<file path="config.mk">
export PLATFORM = sky130hd
export DESIGN_NAME = nfra_occ_ram
export DESIGN_NICKNAME = d
export VERILOG_FILES = /design/src/hw/rtl/nfra_pkg.sv /design/src/hw/rtl/nfra_occ_ram.sv
export SDC_FILE = /design/constraint.sdc
export NUM_CORES = 1
export LEC_CHECK = 0
export BUFFER_PORTS_ARGS = -buffer_cell sky130_fd_sc_hd__buf_2
export CAP_MARGIN = 30
export CORE_MARGIN = 2
export CORE_UTILIZATION = 56
export CTS_CLUSTER_SIZE = 8
export DETAILED_ROUTE_END_ITERATION = 8
export PLACE_DENSITY = 0.75
export SETUP_SLACK_MARGIN = 0.4
export SLEW_MARGIN = 20
export SYNTH_ARGS = -nofsm -noshare
export SYNTH_HDL_FRONTEND = slang
export SYNTH_SLANG_ARGS = --single-unit
</file>
<file path="constraint.sdc">
create_clock -name i_clk -period 2.8 [get_ports i_clk]
set_clock_uncertainty 0.1 [all_clocks]
set_input_delay 0.28 -clock i_clk [delete_from_list [all_inputs] [get_ports i_clk]]
set_output_delay 0.28 -clock i_clk [all_outputs]
set_load 0.02 [all_outputs]
</file>
<file path="src/hw/rtl/nfra_pkg.sv">
// shared types, codes and sizing helpers for the next-fit ring slot allocator
package nfra_pkg;

    localparam int DEF_MAX_SLOTS        = 1024;
    localparam int DEF_DESCRIPTOR_BYTES = 16;
    localparam int DEF_TAG_BITS         = 16;

    // occupancy bitmap is kept as 32-bit words
    localparam int OCC_WORD_BITS = 32;
    localparam int OCC_BIT_W     = 5;

    localparam int NUM_SLOTS_W = 11;
    localparam int RING_BASE_W = 32;
    localparam int APB_DATA_W  = 32;
    localparam int APB_ADDR_W  = 3;

    localparam logic [NUM_SLOTS_W-1:0] RESET_NUM_SLOTS = 11'd1024;
    localparam logic [RING_BASE_W-1:0] RESET_RING_BASE = 32'd0;

    typedef enum logic [0:0] {
        REG_NUM_SLOTS = 1'b0,
        REG_RING_BASE = 1'b1
    } t_reg_idx;

    typedef enum logic [1:0] {
        CMD_ALLOC   = 2'd0,
        CMD_LOOKUP  = 2'd1,
        CMD_RELEASE = 2'd2,
        CMD_CLEAR   = 2'd3
    } t_cmd;

    typedef enum logic [1:0] {
        ST_OK      = 2'd0,
        ST_NO_FREE = 2'd1,
        ST_EMPTY   = 2'd2,
        ST_RANGE   = 2'd3
    } t_status;

    typedef struct packed {
        logic [RING_BASE_W-1:0] ring_base;
        logic [NUM_SLOTS_W-1:0] num_slots;
    } t_cfg;

    function automatic int occ_words(input int max_slots);
        return (max_slots + OCC_WORD_BITS - 1) / OCC_WORD_BITS;
    endfunction

    function automatic int word_idx_w(input int max_slots);
        int nw;
        nw = occ_words(max_slots);
        return (nw > 1) ? $clog2(nw) : 1;
    endfunction

    // index of the lowest set bit
    function automatic logic [OCC_BIT_W-1:0] first_set(input logic [OCC_WORD_BITS-1:0] v);
        logic [OCC_BIT_W-1:0] r;
        r = '0;
        for (int i = OCC_WORD_BITS - 1; i >= 0; i--) begin
            if (v[i]) begin
                r = OCC_BIT_W'(i);
            end
        end
        return r;
    endfunction

endpackage

</file>
<file path="src/hw/rtl/nfra_occ_ram.sv">
// occupancy bitmap memory with per-word valid bits for instant clear
module nfra_occ_ram #(
    parameter int DEPTH  = 32,
    parameter int ADDR_W = 5
) (
    input  logic                               i_clk,
    input  logic                               i_rst_n,
    input  logic                               i_clr,
    input  logic                               i_rd_en,
    input  logic [ADDR_W-1:0]                  i_rd_addr,
    output logic [nfra_pkg::OCC_WORD_BITS-1:0] o_rd_data,
    input  logic                               i_wr_en,
    input  logic [ADDR_W-1:0]                  i_wr_addr,
    input  logic [nfra_pkg::OCC_WORD_BITS-1:0] i_wr_data
);

    logic [nfra_pkg::OCC_WORD_BITS-1:0] r_mem [DEPTH];
    logic [nfra_pkg::OCC_WORD_BITS-1:0] r_q;
    logic [DEPTH-1:0]                   r_vld;
    logic                               r_q_vld;

    always_ff @(posedge i_clk) begin
        if (i_wr_en) begin
            r_mem[i_wr_addr] <= i_wr_data;
        end
        if (i_rd_en) begin
            r_q     <= r_mem[i_rd_addr];
            r_q_vld <= r_vld[i_rd_addr];
        end
    end

    // a word never written since reset or clear reads as all free
    always_ff @(posedge i_clk) begin
        if (!i_rst_n) begin
            r_vld <= '0;
        end else if (i_clr) begin
            r_vld <= '0;
        end else if (i_wr_en) begin
            r_vld[i_wr_addr] <= 1'b1;
        end
    end

    assign o_rd_data = r_q_vld ? r_q : '0;

endmodule

</file>
==> results.yml <==
run_status:
  status: "finished clean"
setup_path:
  arrival_ps: 1790
  reg2reg_slack_ps: 1230
  critPathCaptureType: "primary output"
  r2r-start: "r_mem[7][30]"
  cp.required_ps: 2420
  critical_path_class: "register to primary output"
  crit_fanout: 20
  reg2reg_depth: 5
  r2r-end: "r_q[30]"
  start_kind: "register"
route:
  drtIter0Drc: 2643
  routedWlPerCell_um: 29.44
  vias: 23610
  routed_wl_mm: 107.3
  via_per_inst: 6.474
  dr.pass1.iters: 6
  ant_nets: 0
  drc: 0
finish:
  areaGrowthSynthToFinish_pct: 16.50
  n_fill_cell: 4695
  layout_common_cells: "edfxtp_1, mux2i_1, clkbuf_16"
  layout_commonest_cell: "edfxtp_1"
  register_area_um2: 32380
  drive_gt1_share_pct: 15.21
  nets: 2694
  multi_input_area_um2: 9315
sta:
  slew_viol_final: 0
  finalCriticalPeriod_ps: 2172
  hold_viol_final: 0
  worst_slew_pin_slew_ps: 857.5
  layout_setup_ws_ps: 628.0
  rsz0062_at_grt: "false"
  setup_viol_count_final: 0
  period_share_pct: 77.57
  slew_headroom_pct: 42.84
  fmax_ghz: 0.4604
  setup_tns_ps: 0
  hold-worst-slack_ps: 36.03
floorplanning:
  io_pins: 79
  core_um2: 74570
  start_util_pct: 56.72
  die_w_um: 278.8
  rows: 100
  die_height_um: 278.8
  die_area_um2: 77740
global_routing:
  grt_pass1_vias: 24120
  grt_max_degree: 76
  grt_pass1_wl_mm: 156.9
  globalRoute.totalOverflow: 0
  track_usage_pct: 27.77
  antenna_found_initial: 7
clock_network:
  numCtsBuffers: 154
  clk_latency_ps: 730
  clockBufferDepth: 3
  clkTransAtPathRegs_ps: 50
  clkSinkCount: 1089
  cts_tree: "yes"
  cts_root_buffer: "clkbuf_16"
  htree_num_levels: 4
run:
  max-cap-violations: 0
placed_design:
  io_buffers: 78
  dp_hpwl_mm: 56.91
  gp_congestion: 0.8116
  pre_cts_ws_ps: 399.7
power_and_ir_drop:
  powerDensity_nw_per_um2: 740.7
  irDropWorstVdd_v: 0.0006495
  p_leak_uw: 0.01747
  p_clk_share_pct: 44.8
  seq_power_share_pct: 50.0
  p_total_uw: 36500
  swShare_pct: 20.72
  p_switching_uw: 7562
  p_int_uw: 28930
  comb_power_share_pct: 5.2
logic_synthesis:
  yosys_warnings: 0
  synthCells: 2404
  synth_area_per_cell_um2: 17.59
  yosysSeqAreaShare_pct: 76.56
  synth_nets: 2451
  ys_types: 27
  synth_area_um2: 42290
  synth-seq-cells: 1089
min_path:
  worstHoldStart: "i_clr"
  worstHoldEndpoint: "r_vld[17]"
  min_path_type: "input port to register"
  min_path_cells: 4
[synthesized netlist by cell type]
cell	number	area, um2
edfxtp_1	1057	31740
or3b_2	3	26.28
or2_2	1	6.260
nor3_1	33	165.2
dfxtp_1	32	640.6
nand3_1	101	505.5
nor2_1	33	123.9
and2_1	33	206.5
or3_1	1	6.260
nor2_2	1	6.260
a22o_1	66	578.1
buf_1	16	60.06
buf_4	22	165.2
nor2b_1	3	18.77
buf_6	23	259.0
buf_8	4	60.06
buf_2	27	135.1
clkbuf_1	47	176.4
nand2_1	101	379.1
o21a_1	32	240.2
nand2b_1	2	12.51
a31oi_1	33	206.5
a21oi_1	99	495.5
a22oi_1	99	743.2
mux2i_1	528	5285
clkbuf_4	2	15.01
nand3b_1	5	37.54
[critical path, stage by stage (launching register included)]
cell      delay (ps)
edfxtp_1         410
buf_12           170
buf_12           150
and2_1           160
buf_2            160
[metrics by stage]
step / cells / utilization [%] / cell area (um2)
4_1_cts: 3645 / 66.07 / 49270
5_1_grt: 3646 / 66.08 / 49270
3_3_place_gp: 3425 / 59.97 / 44720
6_report: 3646 / 66.08 / 49270
2_1_floorplan: 2404 / - / 42300
3_5_place_dp: 3425 / 59.97 / 44720
[how the worst max path moves through the flow]
stage / start / endpoint / slack [ps] / cells after the start
3_3_place_gp: i_rd_addr[1] / r_q[22] / 470 / 7
4_1_cts: r_q_vld / o_rd_data[25] / 600 / 4
6_report: r_q_vld / o_rd_data[25] / 630 / 4
3_5_place_dp: i_rd_addr[0] / r_q[30] / 400 / 8
5_1_grt: r_q_vld / o_rd_data[25] / 570 / 4
2_1_floorplan: i_wr_addr[0] / r_mem[12][0] / -50 / 3
[power by group through the flow]
| stage | sequential [uW] | clock (uW) | combinational [uW] |
|---|---|---|---|
| 2_1_floorplan | 18500 | 0 | 1060 |
| 3_3_place_gp | 18500 | 0 | 1760 |
| 3_5_place_dp | 18600 | 0 | 1820 |
| 4_1_cts | 18300 | 16500 | 1890 |
| 5_1_grt | 18200 | 17100 | 2020 |
| 6_report | 18300 | 16300 | 1910 |
[kinds of logic after synthesis]
group,share of synthesized area (%)
DFF,76.56
muxes,12.50
AOI/OAI and AO/OA,5.352
and+or+nand+nor,3.532
buffers and inverters,2.059
[layout make-up]
class / instances / share of cell area (%)
Antenna cell: 1 / 0.005078
Clock buffer: 177 / 8.298
Clock inverter: 8 / 0.1828
Multi-Input combinational cell: 1174 / 18.90
Sequential cell: 1089 / 65.72
Tap cell: 969 / 2.461
Timing Repair Buffer: 228 / 4.434
[state kept, by name, summed over array words and instances (netlist names)]
| signal | count |
|---|---|
| r_mem | 1024 |
| r_vld | 32 |
| r_q | 32 |
| r_q_vld | 1 |
[metal layers]
layer / vias to the layer above / routed length [um] / GRT usage, %
met5: - / 87 / 0
li1: 9950 / - / -
met4: 12 / 3864 / 10.97
met3: 268 / 9439 / 5.531
met2: 1363 / 53040 / 46.04
met1: 12010 / 40910 / 36.42
[repair_timing]
action | CTS | global route
gates resized for setup | 0 | 0
hold buffers | 33 | 0
endpoints found under the setup margin | 24 | 0
hold endpoints to repair | 1007 | 0
setup buffers | 2 | 0
(Power assumes the default switching activity.)
