`src/hw/rtl/nfra_pkg.sv`:
```
// shared types, codes and sizing helpers for the next-fit ring slot allocator
package nfra_pkg;

    localparam int DEF_MAX_SLOTS        = 1024;
    localparam int DEF_DESCRIPTOR_BYTES = 16;
    localparam int DEF_TAG_BITS         = 16;

    // occupancy bitmap is kept as 32-bit words
    localparam int OCC_WORD_BITS = 32;
    localparam int OCC_BIT_W     = 5;

    localparam int NUM_SLOTS_W = 11;
    localparam int RING_BASE_W = 32;
    localparam int APB_DATA_W  = 32;
    localparam int APB_ADDR_W  = 3;

    localparam logic [NUM_SLOTS_W-1:0] RESET_NUM_SLOTS = 11'd1024;
    localparam logic [RING_BASE_W-1:0] RESET_RING_BASE = 32'd0;

    typedef enum logic [0:0] {
        REG_NUM_SLOTS = 1'b0,
        REG_RING_BASE = 1'b1
    } t_reg_idx;

    typedef enum logic [1:0] {
        CMD_ALLOC   = 2'd0,
        CMD_LOOKUP  = 2'd1,
        CMD_RELEASE = 2'd2,
        CMD_CLEAR   = 2'd3
    } t_cmd;

    typedef enum logic [1:0] {
        ST_OK      = 2'd0,
        ST_NO_FREE = 2'd1,
        ST_EMPTY   = 2'd2,
        ST_RANGE   = 2'd3
    } t_status;

    typedef struct packed {
        logic [RING_BASE_W-1:0] ring_base;
        logic [NUM_SLOTS_W-1:0] num_slots;
    } t_cfg;

    function automatic int occ_words(input int max_slots);
        return (max_slots + OCC_WORD_BITS - 1) / OCC_WORD_BITS;
    endfunction

    function automatic int word_idx_w(input int max_slots);
        int nw;
        nw = occ_words(max_slots);
        return (nw > 1) ? $clog2(nw) : 1;
    endfunction

    // index of the lowest set bit
    function automatic logic [OCC_BIT_W-1:0] first_set(input logic [OCC_WORD_BITS-1:0] v);
        logic [OCC_BIT_W-1:0] r;
        r = '0;
        for (int i = OCC_WORD_BITS - 1; i >= 0; i--) begin
            if (v[i]) begin
                r = OCC_BIT_W'(i);
            end
        end
        return r;
    endfunction

endpackage

```
`src/hw/rtl/nfra_ctrl.sv`:
```
// command sequencer: bitmap scan, read-modify-write and result register
module nfra_ctrl #(
    parameter int MAX_SLOTS        = nfra_pkg::DEF_MAX_SLOTS,
    parameter int DESCRIPTOR_BYTES = nfra_pkg::DEF_DESCRIPTOR_BYTES,
    parameter int TAG_BITS         = nfra_pkg::DEF_TAG_BITS,
    parameter int WIW              = nfra_pkg::word_idx_w(MAX_SLOTS),
    parameter int SLOT_W           = $clog2(MAX_SLOTS)
) (
    input  logic                               i_clk,
    input  logic                               i_rst_n,
    input  nfra_pkg::t_cfg                     i_cfg,
    input  logic                               s_axis_tvalid,
    output logic                               s_axis_tready,
    input  logic [31:0]                        s_axis_tdata,
    input  logic [1:0]                         s_axis_tuser,
    output logic                               m_axis_tvalid,
    input  logic                               m_axis_tready,
    output logic [63:0]                        m_axis_tdata,
    output logic [2:0]                         m_axis_tuser,
    output logic                               o_occ_clr,
    output logic                               o_occ_rd_en,
    output logic [WIW-1:0]                     o_occ_rd_addr,
    input  logic [nfra_pkg::OCC_WORD_BITS-1:0] i_occ_rd_data,
    output logic                               o_occ_wr_en,
    output logic [WIW-1:0]                     o_occ_wr_addr,
    output logic [nfra_pkg::OCC_WORD_BITS-1:0] o_occ_wr_data,
    output logic                               o_tag_rd_en,
    output logic [SLOT_W-1:0]                  o_tag_rd_addr,
    input  logic [TAG_BITS-1:0]                i_tag_rd_data,
    output logic                               o_tag_wr_en,
    output logic [SLOT_W-1:0]                  o_tag_wr_addr,
    output logic [TAG_BITS-1:0]                o_tag_wr_data
);

    localparam int BW    = nfra_pkg::OCC_BIT_W;
    localparam int WB    = nfra_pkg::OCC_WORD_BITS;
    localparam int POS_W = WIW + BW;
    localparam int CMP_W = POS_W + 1;
    localparam int KW    = WIW + 1;

    typedef enum logic [3:0] {
        S_IDLE = 4'b0001,
        S_SCAN = 4'b0010,
        S_LOOK = 4'b0100,
        S_PUSH = 4'b1000
    } t_state;

    t_state r_state, n_state;
    logic [POS_W-1:0] r_hint, n_hint;
    logic             r_iss_more, n_iss_more;
    logic             r_ev_v, n_ev_v;
    logic             r_o_valid, n_o_valid;

    logic [POS_W-1:0]        r_start, n_start;
    logic [WIW-1:0]          r_lw, n_lw;
    logic [WIW-1:0]          r_iss_word, n_iss_word;
    logic [KW-1:0]           r_iss_k, n_iss_k;
    logic [WIW-1:0]          r_ev_word, n_ev_word;
    logic                    r_ev_first, n_ev_first;
    logic                    r_ev_last, n_ev_last;
    logic [TAG_BITS-1:0]     r_tag, n_tag;
    logic [POS_W-1:0]        r_idx, n_idx;
    logic                    r_rel, n_rel;
    nfra_pkg::t_status       r_res_status, n_res_status;
    logic [9:0]              r_res_slot, n_res_slot;
    logic [POS_W-1:0]        r_res_pos, n_res_pos;
    logic [15:0]             r_res_tag, n_res_tag;
    logic                    r_res_present, n_res_present;
    logic                    r_res_addr_en, n_res_addr_en;
    nfra_pkg::t_status       r_o_status, n_o_status;
    logic [9:0]              r_o_slot, n_o_slot;
    logic [31:0]             r_o_addr, n_o_addr;
    logic [15:0]             r_o_tag, n_o_tag;
    logic                    r_o_present, n_o_present;

    logic [CMP_W-1:0] w_n;
    logic [CMP_W-1:0] w_nm1;
    logic [WIW-1:0]   w_lw;
    logic [POS_W-1:0] w_start;
    logic             w_accept;
    nfra_pkg::t_cmd   w_cmd;
    logic [15:0]      w_tag_in;
    logic [9:0]       w_idx;
    logic [POS_W-1:0] w_idx_pos;
    logic             w_idx_oor;
    logic [WB-1:0]    w_cand;
    logic             w_hit;
    logic [BW-1:0]    w_bit;
    logic [POS_W-1:0] w_found;
    logic [CMP_W-1:0] w_found_nx;
    logic             w_look_occ;
    logic             w_out_free;
    logic [31:0]      w_addr;

    // active slot count, saturated at the ring's physical size
    assign w_n = (32'(i_cfg.num_slots) > 32'(MAX_SLOTS)) ? CMP_W'(MAX_SLOTS)
                                                          : CMP_W'(i_cfg.num_slots);
    assign w_nm1   = w_n - CMP_W'(1);
    assign w_lw    = WIW'(w_nm1 >> BW);
    assign w_start = (CMP_W'(r_hint) >= w_n) ? '0 : r_hint;

    assign w_accept  = s_axis_tvalid && (r_state == S_IDLE);
    assign w_cmd     = nfra_pkg::t_cmd'(s_axis_tuser);
    assign w_tag_in  = s_axis_tdata[15:0];
    assign w_idx     = s_axis_tdata[25:16];
    assign w_idx_pos = POS_W'(w_idx);
    assign w_idx_oor = 32'(w_idx) >= 32'(w_n);

    // free slots of the evaluated word that lie inside this visit's window
    always_comb begin
        for (int b = 0; b < WB; b++) begin
            logic [POS_W-1:0] pos;
            pos = {r_ev_word, BW'(b)};
            w_cand[b] = !i_occ_rd_data[b] && (CMP_W'(pos) < w_n)
                        && (!r_ev_first || (pos >= r_start))
                        && (!r_ev_last || (pos < r_start));
        end
    end

    assign w_hit      = (r_state == S_SCAN) && r_ev_v && (|w_cand);
    assign w_bit      = nfra_pkg::first_set(w_cand);
    assign w_found    = {r_ev_word, w_bit};
    assign w_found_nx = CMP_W'(w_found) + CMP_W'(1);
    assign w_look_occ = i_occ_rd_data[r_idx[BW-1:0]];
    assign w_out_free = !r_o_valid || m_axis_tready;
    assign w_addr     = r_res_addr_en ? (i_cfg.ring_base
                        + 32'(r_res_pos) * 32'(DESCRIPTOR_BYTES)) : '0;

    // memory ports
    always_comb begin
        o_occ_clr     = w_accept && (w_cmd == nfra_pkg::CMD_CLEAR);
        o_tag_rd_en   = w_accept && !w_idx_oor
                        && ((w_cmd == nfra_pkg::CMD_LOOKUP) || (w_cmd == nfra_pkg::CMD_RELEASE));
        o_tag_rd_addr = SLOT_W'(w_idx_pos);
        o_occ_rd_en   = o_tag_rd_en || ((r_state == S_SCAN) && r_iss_more);
        o_occ_rd_addr = (r_state == S_SCAN) ? r_iss_word : w_idx_pos[POS_W-1:BW];
        o_occ_wr_en   = w_hit || ((r_state == S_LOOK) && r_rel && w_look_occ);
        o_occ_wr_addr = (r_state == S_SCAN) ? r_ev_word : r_idx[POS_W-1:BW];
        o_occ_wr_data = (r_state == S_SCAN) ? (i_occ_rd_data | (WB'(1) << w_bit))
                                            : (i_occ_rd_data & ~(WB'(1) << r_idx[BW-1:0]));
        o_tag_wr_en   = w_hit;
        o_tag_wr_addr = SLOT_W'(w_found);
        o_tag_wr_data = r_tag;
    end

    always_comb begin
        n_state       = r_state;
        n_hint        = r_hint;
        n_iss_more    = r_iss_more;
        n_ev_v        = r_ev_v;
        n_o_valid     = r_o_valid;
        n_start       = r_start;
        n_lw          = r_lw;
        n_iss_word    = r_iss_word;
        n_iss_k       = r_iss_k;
        n_ev_word     = r_ev_word;
        n_ev_first    = r_ev_first;
        n_ev_last     = r_ev_last;
        n_tag         = r_tag;
        n_idx         = r_idx;
        n_rel         = r_rel;
        n_res_status  = r_res_status;
        n_res_slot    = r_res_slot;
        n_res_pos     = r_res_pos;
        n_res_tag     = r_res_tag;
        n_res_present = r_res_present;
        n_res_addr_en = r_res_addr_en;
        n_o_status    = r_o_status;
        n_o_slot      = r_o_slot;
        n_o_addr      = r_o_addr;
        n_o_tag       = r_o_tag;
        n_o_present   = r_o_present;

        if (r_o_valid && m_axis_tready) begin
            n_o_valid = 1'b0;
        end

        unique case (r_state)
            S_IDLE: begin
                if (w_accept) begin
                    n_res_status  = nfra_pkg::ST_OK;
                    n_res_slot    = '0;
                    n_res_pos     = '0;
                    n_res_tag     = '0;
                    n_res_present = 1'b0;
                    n_res_addr_en = 1'b0;
                    unique case (w_cmd)
                        nfra_pkg::CMD_ALLOC: begin
                            if (w_n == '0) begin
                                n_res_status = nfra_pkg::ST_NO_FREE;
                                n_state      = S_PUSH;
                            end else begin
                                n_start    = w_start;
                                n_lw       = w_lw;
                                n_iss_word = w_start[POS_W-1:BW];
                                n_iss_k    = '0;
                                n_iss_more = 1'b1;
                                n_ev_v     = 1'b0;
                                n_tag      = TAG_BITS'(w_tag_in);
                                n_state    = S_SCAN;
                            end
                        end
                        nfra_pkg::CMD_CLEAR: begin
                            n_state = S_PUSH;
                        end
                        nfra_pkg::CMD_LOOKUP, nfra_pkg::CMD_RELEASE: begin
                            n_res_slot = w_idx;
                            if (w_idx_oor) begin
                                n_res_status = nfra_pkg::ST_RANGE;
                                n_state      = S_PUSH;
                            end else begin
                                n_idx   = w_idx_pos;
                                n_rel   = (w_cmd == nfra_pkg::CMD_RELEASE);
                                n_state = S_LOOK;
                            end
                        end
                    endcase
                end
            end
            S_SCAN: begin
                // one word read issued per cycle, evaluated in the cycle after its issue
                if (r_iss_more) begin
                    n_ev_v     = 1'b1;
                    n_ev_word  = r_iss_word;
                    n_ev_first = (r_iss_k == '0);
                    n_ev_last  = (r_iss_k == (KW'(r_lw) + KW'(1)));
                    n_iss_word = (r_iss_word == r_lw) ? '0 : r_iss_word + WIW'(1);
                    n_iss_k    = r_iss_k + KW'(1);
                    n_iss_more = (r_iss_k != (KW'(r_lw) + KW'(1)));
                end else begin
                    n_ev_v = 1'b0;
                end
                if (w_hit) begin
                    n_res_status  = nfra_pkg::ST_OK;
                    n_res_slot    = 10'(w_found);
                    n_res_pos     = w_found;
                    n_res_tag     = 16'(r_tag);
                    n_res_present = 1'b1;
                    n_res_addr_en = 1'b1;
                    n_hint        = (w_found_nx >= w_n) ? '0 : POS_W'(w_found_nx);
                    n_ev_v        = 1'b0;
                    n_iss_more    = 1'b0;
                    n_state       = S_PUSH;
                end else if (r_ev_v && r_ev_last) begin
                    // wrapped back onto the start word, ring is full
                    n_res_status = nfra_pkg::ST_NO_FREE;
                    n_ev_v       = 1'b0;
                    n_iss_more   = 1'b0;
                    n_state      = S_PUSH;
                end
            end
            S_LOOK: begin
                n_res_pos     = r_idx;
                n_res_addr_en = 1'b1;
                if (w_look_occ) begin
                    n_res_status  = nfra_pkg::ST_OK;
                    n_res_tag     = 16'(i_tag_rd_data);
                    n_res_present = 1'b1;
                end else begin
                    n_res_status = nfra_pkg::ST_EMPTY;
                end
                n_state = S_PUSH;
            end
            S_PUSH: begin
                if (w_out_free) begin
                    n_o_valid   = 1'b1;
                    n_o_status  = r_res_status;
                    n_o_slot    = r_res_slot;
                    n_o_addr    = w_addr;
                    n_o_tag     = r_res_tag;
                    n_o_present = r_res_present;
                    n_state     = S_IDLE;
                end
            end
            default: begin
                n_state = S_IDLE;
            end
        endcase
    end

    always_ff @(posedge i_clk) begin
        if (!i_rst_n) begin
            r_state    <= S_IDLE;
            r_hint     <= '0;
            r_iss_more <= 1'b0;
            r_ev_v     <= 1'b0;
            r_o_valid  <= 1'b0;
        end else begin
            r_state    <= n_state;
            r_hint     <= n_hint;
            r_iss_more <= n_iss_more;
            r_ev_v     <= n_ev_v;
            r_o_valid  <= n_o_valid;
        end
    end

    always_ff @(posedge i_clk) begin
        r_start       <= n_start;
        r_lw          <= n_lw;
        r_iss_word    <= n_iss_word;
        r_iss_k       <= n_iss_k;
        r_ev_word     <= n_ev_word;
        r_ev_first    <= n_ev_first;
        r_ev_last     <= n_ev_last;
        r_tag         <= n_tag;
        r_idx         <= n_idx;
        r_rel         <= n_rel;
        r_res_status  <= n_res_status;
        r_res_slot    <= n_res_slot;
        r_res_pos     <= n_res_pos;
        r_res_tag     <= n_res_tag;
        r_res_present <= n_res_present;
        r_res_addr_en <= n_res_addr_en;
        r_o_status    <= n_o_status;
        r_o_slot      <= n_o_slot;
        r_o_addr      <= n_o_addr;
        r_o_tag       <= n_o_tag;
        r_o_present   <= n_o_present;
    end

    assign s_axis_tready = (r_state == S_IDLE);
    assign m_axis_tvalid = r_o_valid;
    assign m_axis_tdata  = {6'b0, r_o_tag, r_o_addr, r_o_slot};
    assign m_axis_tuser  = {r_o_present, r_o_status};

endmodule

```
`config.mk`:
```
export PLATFORM = sky130hd
export DESIGN_NAME = nfra_ctrl
export DESIGN_NICKNAME = d
export VERILOG_FILES = /design/src/hw/rtl/nfra_pkg.sv /design/src/hw/rtl/nfra_ctrl.sv
export SDC_FILE = /design/constraint.sdc
export NUM_CORES = 1
export LEC_CHECK = 0
export ABC_AREA = 1
export BUFFER_PORTS_ARGS = -buffer_cell sky130_fd_sc_hd__clkbuf_2
export CORE_UTILIZATION = 55
export CTS_CLUSTER_SIZE = 30
export DETAILED_ROUTE_END_ITERATION = 10
export PLACE_DENSITY = 0.79
export SLEW_MARGIN = 0
export SYNTH_ARGS = -nofsm -noshare
export SYNTH_HDL_FRONTEND = slang
export SYNTH_SLANG_ARGS = --single-unit
```
`constraint.sdc`:
```
create_clock -name i_clk -period 7.4 [get_ports i_clk]
set_input_delay 0.74 -clock i_clk [delete_from_list [all_inputs] [get_ports i_clk]]
set_output_delay 0.74 -clock i_clk [all_outputs]
set_load 0.05 [all_outputs]
```
==> run summary <==
Startpoint Class - input pin
# port buffers - 268
Clock Power Share - 0.334
Crit Path Class - in -> reg
syn avg cell area - 8.43 um2
Pint - 1820 uW
RSZ-0062 raised after global routing - false
leading register cell type out of synthesis - edfxtp_1
Routed WL per cell - 18.6 um
met1 WL - 13900 um
ranking of synthesized cells by area - edfxtp_1, nand2_1, ha_1, inv_1, o21ai_0
Starting Density - 0.566
RD Place Congestion - 1.03
Logic pwr share - 0.224
global-route wire length before repair - 55000 um
Reg power frac - 0.442
drt drc - 0
Worst Setup End Kind - register
flop2flop setup slack - 1080 ps
layout cells sized above 1 - 0.227
initial antenna violation count - 1
Cell Area, Placed - 13200 um2
postcts setup bufs - 0
met3 WL - 3640 um
fin crit share - 0.897
setup TNS - 0 ps
outcome - finished clean
largest net degree at the start of global routing - 62
max-slew violation count - 0
total power divided by cell area - 199 nW/um2
final hold vios - 0
Switch Pwr - 926 uW
Async SR Flop Fraction - 0
Crit path arrival time - 7000 ps
die extent in y - 147 um
Max Cap Viol - 0
gr usage total - 0.331
Worst-Skew Late Latency - 440 ps
crit-path most repeated cell - nand2_1
Hold Crit Class - reg -> reg
Vias - 11200
half-perimeter wire length after placement - 27800 um
fin crit period - 6630 ps
hold_buf cts - 0
Worst-Margin Slew - 1200 ps
slowest cell on the critical path - ha_1
required time worst endpoint - 7760 ps
number of H-tree levels - 4
most frequent cell after synthesis - nand2_1
synthesis-to-layout area growth - 19.6%
drt total wl - 35700 um
Yosys warning count - 0
core area - 20400 um2
clock-pin slew on the worst setup and hold paths - 80 ps
synth cell count leaders - nand2_1, inv_1, edfxtp_1
ant diodes - 0
CP max FO - 10
fill count - 1668
num ports - 281
DR vias/cell - 5.83
First DRT Iteration DRCs - 1047
Root Driver - clkbuf_16
Remaining Overflow, GRT - 0
post-CTS resize count - 0
Routed Antenna Nets - 0
relative slew slack - 0.201
leak pwr - 0.00633 uW
worst hold slack - 417 ps
mapped cell area - 11500 um2
Synth top area share - 0.419
Cells after Synth - 1368
vias in the first global route - 10600
Pre-Repair DR Iteration Count - 7
CTS tree - built
switch share - 0.337
Top Metal Used - met4
Die X-Extent - 147 um
CP peak stage delay - 330 ps
WL met2 - 17000 um
Post-synth EDFFs - 161
final-stage net count - 1829
unique cell type count in the Yosys netlist - 68
CTS sink cnt - 178
design area - 13800 um2
Synth area leader - edfxtp_1
die area - 21500 um2
VDD IR max - 0.151 mV
Layout Skew - 13.2 ps
Max Freq - 151 MHz
Bufs on Longest Clock Path - 2
Setup-failing EPs final - 0
number of CTS-inserted buffers - 17
Seq/Total Area, Yosys - 0.449
site row count - 52
#FFs+latches synth - 178
power by group through the flow:
stage	clock network, uW	registers, uW	logic (uW)
3_5_place_dp	0	1240	602
2_1_floorplan	0	1250	395
4_1_cts	927	1220	606
5_1_grt	960	1220	667
6_report	918	1220	616
3_3_place_gp	0	1230	586
area by class of cell:
type	count	area, um2	share of cell area
well taps	270	338	0.0245
inverters	197	742	0.0538
clock buffers	17	425	0.0309
flip-flops and latches	178	5170	0.375
clock inverters	15	204	0.0148
repair buffers	293	1530	0.111
multi-input cells	946	5370	0.390
path summary, 6_finish.rpt:
kind,cells after the start,start,to
max,58,i_cfg[9],r_hint[7]
min,0,r_res_slot[4],r_o_slot[4]
max reg2reg,47,r_ev_word[0],r_hint[7]
min reg2reg,0,r_res_slot[4],r_o_slot[4]
cells by family after synthesis:
group	count (synthesis)	synth area share
compound gates	325	0.171
other cells	1	0.000325
buf+inv	249	0.0878
xor+xnor	16	0.0122
fa+ha+maj	67	0.0734
simple gates	531	0.206
flops	178	0.449
mux	1	0.000868
per-layer routing:
layer  up-vias  track usage
li1       5233            -
met1      5188        0.429
met2       655        0.553
met3        85       0.0534
met4         0        0.134
met5         -            0
cells in the final DEF, fill, tap and decap left out, drive strengths merged, types with 29 or more instances in the layout:
cell type	count
edfxtp	161
clkbuf	285
nor3	29
a21oi	93
nand3	78
nor2	140
ha	66
o21ai	134
nand2	250
inv	201
sequential cells by signal, summed over array words and instances, names as in the netlist, 4 cells and up:
signal and count:
o_tag_wr_data 16, r_ev_word 5, r_hint 10, r_idx 10
r_iss_k 6, r_iss_word 5, r_lw 5, r_o_addr 32
r_o_slot 10, r_o_tag 16, r_res_pos 10, r_res_slot 10
r_res_tag 16, r_start 10, r_state 4
critical path: cells and delay by family:
family / cells / cell delay (ps)
adders and majority gates: 4 / 1050
AOI/OAI and AO/OA: 13 / 1860
buffers and inverters: 5 / 540
and+or+nand+nor: 36 / 2830
per-stage QoR:
step | utilization | power (uW) | std cells | setup slack [ps]
after floorplan | - | 1650 | 1373 | 690
after global placement | 0.646 | 1820 | 1884 | 476
after detailed placement | 0.646 | 1840 | 1884 | 357
after CTS | 0.677 | 2750 | 1916 | 795
after global routing | 0.677 | 2850 | 1916 | 26.0
final | 0.677 | 2750 | 1916 | 765
(Power assumes the default switching activity.)
